`config.mk`:
```
export PLATFORM = sky130hd
export DESIGN_NAME = ple_cell
export DESIGN_NICKNAME = d
export VERILOG_FILES = /design/src/rtl/core/ple_pkg.sv /design/src/rtl/core/ple_cell.sv
export SDC_FILE = /design/constraint.sdc
export NUM_CORES = 1
export LEC_CHECK = 0
export BUFFER_PORTS_ARGS = -buffer_cell sky130_fd_sc_hd__buf_2
export CAP_MARGIN = 25
export CORE_UTILIZATION = 52
export DETAILED_ROUTE_END_ITERATION = 7
export GPL_ROUTABILITY_DRIVEN = 0
export PLACE_DENSITY = 0.9
export SYNTH_ARGS = -nofsm -noshare
export SYNTH_HDL_FRONTEND = slang
export SYNTH_SLANG_ARGS = --single-unit
```
`constraint.sdc`:
```
create_clock -name clk -period 13.9 [get_ports clk]
set_input_delay 2.78 -clock clk [delete_from_list [all_inputs] [get_ports clk]]
set_output_delay 2.78 -clock clk [all_outputs]
set_load 0.02 [all_outputs]
```
`src/rtl/core/ple_pkg.sv`:
```
package ple_pkg;

  // default sizes
  localparam int CAPACITY_DEF      = 64;
  localparam int ELEMENT_WIDTH_DEF = 32;

  // fixed port widths
  localparam int OP_W    = 4;
  localparam int POS_W   = 8;
  localparam int VAL_W   = 32;
  localparam int FILL_W  = 7;
  localparam int STAT_W  = 2;
  localparam int COUNT_W = 7;

  // operation codes
  localparam logic [OP_W-1:0] OP_PUSH_FRONT  = 4'd0;
  localparam logic [OP_W-1:0] OP_PUSH_BACK   = 4'd1;
  localparam logic [OP_W-1:0] OP_POP_FRONT   = 4'd2;
  localparam logic [OP_W-1:0] OP_POP_BACK    = 4'd3;
  localparam logic [OP_W-1:0] OP_INSERT_AFTER = 4'd4;
  localparam logic [OP_W-1:0] OP_ERASE       = 4'd5;
  localparam logic [OP_W-1:0] OP_CLEAR       = 4'd6;
  localparam logic [OP_W-1:0] OP_SORT        = 4'd7;
  localparam logic [OP_W-1:0] OP_FILL        = 4'd8;

  // status codes
  localparam logic [STAT_W-1:0] ST_DONE  = 2'd0;
  localparam logic [STAT_W-1:0] ST_FULL  = 2'd1;
  localparam logic [STAT_W-1:0] ST_EMPTY = 2'd2;

  // what every cell does in a cycle
  typedef enum logic [2:0] {
    CM_HOLD,
    CM_INSERT,
    CM_REMOVE,
    CM_FILL,
    CM_SORT
  } cell_mode_t;

  typedef struct packed {
    cell_mode_t mode;
    logic       odd;
  } cell_ctrl_t;

endpackage

```
`src/rtl/core/ple_cell.sv`:
```
module ple_cell import ple_pkg::*; #(
  parameter int ELEMENT_WIDTH = ELEMENT_WIDTH_DEF,
  parameter int IDX_W         = 6,
  parameter int CNT_W         = 7,
  parameter int INDEX         = 0
) (
  input  logic                            clk,
  input  cell_ctrl_t                      ctrl,
  input  logic        [IDX_W-1:0]         edit_idx,
  input  logic        [CNT_W-1:0]         count,
  input  logic signed [ELEMENT_WIDTH-1:0] value,
  input  logic signed [ELEMENT_WIDTH-1:0] left,
  input  logic signed [ELEMENT_WIDTH-1:0] right,
  output logic signed [ELEMENT_WIDTH-1:0] data
);

  localparam logic [IDX_W-1:0] MY_IDX  = IDX_W'(INDEX);
  localparam logic [CNT_W-1:0] MY_CNT  = CNT_W'(INDEX);
  localparam logic [CNT_W-1:0] NXT_CNT = CNT_W'(INDEX + 1);
  localparam logic             MY_ODD  = 1'(INDEX % 2);

  logic signed [ELEMENT_WIDTH-1:0] data_next;
  logic                            is_lower;

  // lower member of the compare pair in this sort phase
  assign is_lower = (MY_ODD == ctrl.odd);

  // element update from the broadcast command and the neighbors
  always_comb begin
    data_next = data;
    case (ctrl.mode)
      CM_INSERT: begin
        if (MY_IDX > edit_idx) begin
          data_next = left;
        end else if (MY_IDX == edit_idx) begin
          data_next = value;
        end
      end
      CM_REMOVE: begin
        if (MY_IDX >= edit_idx) begin
          data_next = right;
        end
      end
      CM_FILL: begin
        data_next = ELEMENT_WIDTH'(INDEX);
      end
      CM_SORT: begin
        if (is_lower) begin
          if (NXT_CNT < count && right < data) begin
            data_next = right;
          end
        end else begin
          if (MY_CNT < count && data < left) begin
            data_next = left;
          end
        end
      end
      default: begin
        data_next = data;
      end
    endcase
  end

  always_ff @(posedge clk) begin
    data <= data_next;
  end

endmodule

```
==> impl_metrics.toml, run 1 <==
[clock_network]
clk_latency_ns = 0.28
clockRootBuffer = "clkbuf_8"
htreeDepth = 2
cts_tree = "done"
cts_num_sinks = 32
clk_path_buf_depth = 2
cts_buffers = 5
clk_pin_slew_worst_paths_ns = 0.08
cts_resized = 0
cts_hold_buffers = 0
post_cts_buffers = 0

[global_routing]
met1_usage = 0.339
grt_pass1_vias = 3332
grt_max_degree = 33
antenna_found_initial = 0
gr-total-overflow = 0
grt_use_total = 0.299
met2_usage = 0.550
grt_pass1_wl_mm = 14.6
grt_busiest_layer = "met2"
use_met3 = 0.0446

[cells_and_area]
regArea_um2 = 961
multiInputGateArea_mm2 = 0.00179
fin_nets = 673
layout_commonest_cell = "buf_2"
final_cell_mix = "145 x buf_2, 96 x inv_1, 62 x ha_1, 32 x a222oi_1, 32 x edfxtp_1"
drive_gt1_frac = 0.319
areaGrowthSynthToFinish_pct = 29.9
diodes = 0
reg_top3 = "data: 32 flops"
fin_area_mm2 = 0.00407
top_register = "data"
fillers = 437
largest_register_ffs = 32

[outcome]
outcome = "finished clean"

[sta]
rsz0062_at_grt = "false"
finalCritPeriodShare = 0.419
period_minus_slack_ns = 5.82
final-hold-violation-count = 0
tns_ns = 0
drv_slew = 0
worst_slew_pin_slew_ns = 0.896
slew_headroom = 0.403
setup_viol = 0
fin_skew_ns = 0.00820
fmax_mhz = 172
worst_slack_ns = 8.08

[job]
maxCapViolations = 0

[die]
io_pins = 146
die-width_um = 79.6
core_area_mm2 = 0.00564
rows = 27
fp.dieH_um = 79.6
start_util = 0.555
die_area_mm2 = 0.00633

[power]
ir_worst_vdd_v = 0.0000495
power_uw = 313
p_int_uw = 213
power.leakage_uw = 0.00224
swShare = 0.320
p_clk_frac = 0.287
combPwrFrac = 0.326
seq_power_share = 0.387
power.density_mw_per_mm2 = 76.9
p_sw_uw = 99.9

[yosys]
synth_flop_cell = "edfxtp_1"
synth_edf_count = 32
synth_fp_nets = 527
synthesis.instances = 351
avgSynthCellArea_um2 = 8.92
yosysSeqAreaShare = 0.307
yosys_register_bits = 32
synthArstFlopShare = 0
ys_warn_count = 0
synthDistinctLibCells = 33
synth_area_mm2 = 0.00313

[setup_path]
rr_worst_depth = 10
critPathMaxStageDelay_ns = 0.81
critPathLaunchType = "input port"
crit_family = "compound AO/OA/AOI/OAI gates"
path_buf_inv = 2
cp-end-kind = "flip-flop"
cp.depth = 10
critPathMaxFanout = 21
worst_path_max_delay_cell = "a2111oi_4"
crit_type = "in -> reg"
cpMostUsedCell = "o21ai_0"
crit_chain = "buf_2, ha_1, a21oi_1, o21ai_0, a2111oi_0, a211oi_1, o21ai_0, nand3_1, a2111oi_4, buf_4"
required_ns = 13.86
cp.arrival_ns = 5.78

[min_path]
holdCritPathClass = "reg -> reg"
hold_depth = 4

[route]
ant_nets = 0
post-route-drc-count = 0
routed_via_density = 5.80
routedWlPerCell_um = 16.1
drtIter0Drc = 293
vias = 3308
totalWireLength_mm = 9.17
drtPass1Iterations = 6

[placed_design]
place_area_mm2 = 0.00396
preCtsSetupSlack_ns = 7.84
port_buffers = 145
dp_hpwl_mm = 7.40
[synth_stat cells (all sizes together), types with 2 or more instances]
cell type	n	share of area
clkbuf	10	0.012
nand3	8	0.013
nand4	5	0.010
o21ai	12	0.019
a211oi	5	0.012
nand2b	2	0.0040
a222oi	32	0.10
and4	3	0.0084
nor3	5	0.0080
a2111oi	4	0.013
nand2	15	0.018
ha	62	0.25
or3	3	0.0060
nor4	3	0.0060
nor2b	3	0.0060
inv	96	0.12
edfxtp	32	0.31
a21o	4	0.0096
a21oi	23	0.037
o211ai	3	0.0072
nor2	10	0.012
[metal layers]
metal	wire, um	vias up
met5	0	-
met4	160	0
met3	727	16
met2	4720	180
met1	3560	1515
li1	-	1597
[path summary, 6_finish.rpt]
check,from,slack (ns),to
setup / recovery,right[7],8.08,data[5]
hold / removal,data[30],1.25,data[18]
setup reg to reg,data[7],10.23,data[5]
hold reg to reg,data[30],1.25,data[18]
[metrics by stage]
step,util,hold WS [ns],std cells
after detailed placement,0.702,1.20,562
after floorplan,-,1.32,351
after global routing,0.721,1.34,570
final,0.721,1.25,570
after global placement,0.702,1.20,562
after CTS,0.721,1.24,570
[kinds of logic after synthesis]
logic type	after synthesis	synth area share
buffers and inverters	106	0.127
AOI/OAI and AO/OA	88	0.213
adders and majority gates	63	0.251
and+or+nand+nor	62	0.102
DFF	32	0.307
[power by group through the flow]
| stage | Clock [uW] | Sequential (uW) | Combinational (uW) |
|---|---|---|---|
| 2_1_floorplan | 0 | 130 | 50.6 |
| 3_3_place_gp | 0 | 123 | 95.3 |
| 3_5_place_dp | 0 | 123 | 101 |
| 4_1_cts | 91.1 | 121 | 101 |
| 5_1_grt | 93.4 | 122 | 115 |
| 6_report | 89.9 | 121 | 102 |
[worst register-to-register path: stages, from the launching register on]
cell and delay (ns):
edfxtp_1 0.42, inv_1 0.11, ha_1 0.24, a21oi_1 0.18, o21ai_0 0.14, a2111oi_0 0.56, a211oi_1 0.16, o21ai_0 0.16
nand3_1 0.13, a2111oi_4 0.81, buf_4 0.45
[area by class of cell]
| type | instances | area share |
|---|---|---|
| clock buffers | 6 | 0.0178 |
| flip-flops and latches | 32 | 0.236 |
| clock inverters | 2 | 0.00862 |
| repair buffers | 149 | 0.186 |
| multi-input cells | 213 | 0.441 |
| well taps | 72 | 0.0222 |
| inverters | 96 | 0.0886 |
Power figures use the tool's default switching activity.
==> run 2, diff against run 1 <==
Settings changed: CORE_UTILIZATION 52 to 48, PLACE_DENSITY 0.9 to 0.84.
Clock period 13.9 ns to 5.8 ns, I/O delays scaled along.
==> run 2 against run 1 <==
  * Non-clock buffer count did not move
  * Clock power rose by 82%
  * Sequential power rose by 140%
  * Worst setup slack got worse by 6.2 ns
  * Die area rose by 8.1%
  * Count of clock-buffer cells in the layout did not move
  * Global-route usage fell by 3.9 points
  * Final cell count rose by 0.70%
  * Largest cell class unchanged
  * Cell area fell by 0.58%
  * Critical path depth did not move
  * Routed wire length fell by 5.2%
==> impl_metrics.toml, run 2 (synthesis gave the netlist of run 1 again) <==
[power]
ir_worst_vdd_v = 0.0000976
power.leakage_uw = 0.00223
power.density_mw_per_mm2 = 171

[cells_and_area]
layout_commonest_cell = "buf_2"
reg_top3 = "data: 32 flops"
fin_cells = 574
fillers = 564
final_cell_mix = "145 x buf_2, 96 x inv_1, 62 x ha_1, 32 x a222oi_1, 32 x edfxtp_1"
drive_gt1_frac = 0.318
largest_register_ffs = 32
top_register = "data"
areaGrowthSynthToFinish_pct = 29.1
fin_area_mm2 = 0.00404
fin_nets = 673
diodes = 0

[placed_design]
dp_hpwl_mm = 7.09
place_area_mm2 = 0.00397
port_buffers = 145
place_inst = 567

[route]
routed_via_density = 5.66
ant_nets = 0
drtIter0Drc = 224
routedWlPerCell_um = 15.1
totalWireLength_mm = 8.69
vias = 3246
post-route-drc-count = 0
drtPass1Iterations = 6

[global_routing]
grt_max_degree = 33
gr-total-overflow = 0
grt_pass1_wl_mm = 13.3
antenna_found_initial = 0
grt_pass1_vias = 3001
grt_use_total = 0.260

[setup_path]
cpMostUsedCell = "or3_1"
worst_path_max_delay_cell = "a2111oi_4"
required_ns = 5.75
cp.arrival_ns = 3.82
crit_family = "simple AND/OR/NAND/NOR gates"
cp-end-kind = "flip-flop"
path_buf_inv = 2
crit_chain = "buf_2, ha_1, and4_1, nand2_1, or3_1, a211oi_1, or3_1, nand3_1, a2111oi_4, buf_4"
cp.depth = 10
critPathLaunchType = "input port"
critPathMaxFanout = 27
crit_type = "in -> reg"
critPathMaxStageDelay_ns = 0.51
rr_worst_depth = 10
r2r_end = "data[19]"
reg2reg_from = "data[31]"
ff2ff_setup_slack_ns = 2.49

[min_path]
holdCritPathClass = "in -> reg"
min_to = "data[4]"
hold_depth = 3
min_from = "value[4]"

[clock_network]
clk_latency_ns = 0.29
cts_tree = "done"
cts_num_sinks = 32
cts_hold_buffers = 0
clk_pin_slew_worst_paths_ns = 0.07
clk_path_buf_depth = 2
clockRootBuffer = "clkbuf_8"
post_cts_buffers = 0
cts_resized = 0
htreeDepth = 2
cts_buffers = 5

[sta]
fin_skew_ns = 0.00707
slew_headroom = 0.535
finalCritPeriodShare = 0.668
drv_slew = 0
setup_viol = 0
period_minus_slack_ns = 3.88
rsz0062_at_grt = "false"
final-hold-violation-count = 0
worst_slew_pin_slew_ns = 0.698
tns_ns = 0
fmax_mhz = 258

[die]
die_area_mm2 = 0.00685
rows = 29
start_util = 0.496
io_pins = 146
fp.dieH_um = 82.8
core_area_mm2 = 0.00631
die-width_um = 82.8

[outcome]
outcome = "finished clean"

[job]
maxCapViolations = 0
[run 2: changes by cell type in the layout (fill, tap and decap cells not counted)]
cell / change
bufinv_16: -1
[run 2: area by class of cell]
type                       instances  area [um^2]  area share
tap                               77         96.3      0.0238
clock inverter                     1         5.00     0.00124
inverter                          96          360      0.0891
multi-input combinational        213         1790       0.443
clock buffer                       6         72.6      0.0180
timing repair buffer             149          756       0.187
sequential                        32          961       0.238
[run 2: worst max path at each step]
stage,start,to,slack (ns)
final,right[31],data[19],1.92
after global routing,right[5],data[19],1.70
after CTS,right[31],data[29],1.91
after detailed placement,right[31],data[29],1.61
after global placement,right[5],data[27],1.75
after floorplan,right[31],data[0],0.82
[run 2: power by group]
part	total [uW]	internal [uW]	leakage, uW	switching (uW)
sequential	290	277	0.000302	13.1
combinational	239	105	0.00189	134
clock	164	81.5	0.0000410	82.1
[run 2: stage by stage]
step                      utilization  total power (uW)  hold WS [ns]  worst slack [ns]
final                           0.640               693          1.16              1.92
after global routing            0.640               739          1.16              1.70
after CTS                       0.640               698          1.15              1.91
after detailed placement        0.628               533          1.18              1.61
after global placement          0.628               524          1.18              1.75
after floorplan                     -               432          1.32             0.822
[run 2: per-layer routing]
| layer | share of wire | up-vias | GRT usage |
|---|---|---|---|
| met5 | 0 | - | 0 |
| met4 | 0.016 | 0 | 0.0793 |
| met3 | 0.066 | 12 | 0.0451 |
| met2 | 0.52 | 134 | 0.490 |
| met1 | 0.40 | 1503 | 0.294 |
| li1 | - | 1597 | - |
[run 2: tightest hold or removal path, cell delays in order]
cell      delay (ns)
buf_2           0.08
a222oi_1        0.05
inv_1           0.05
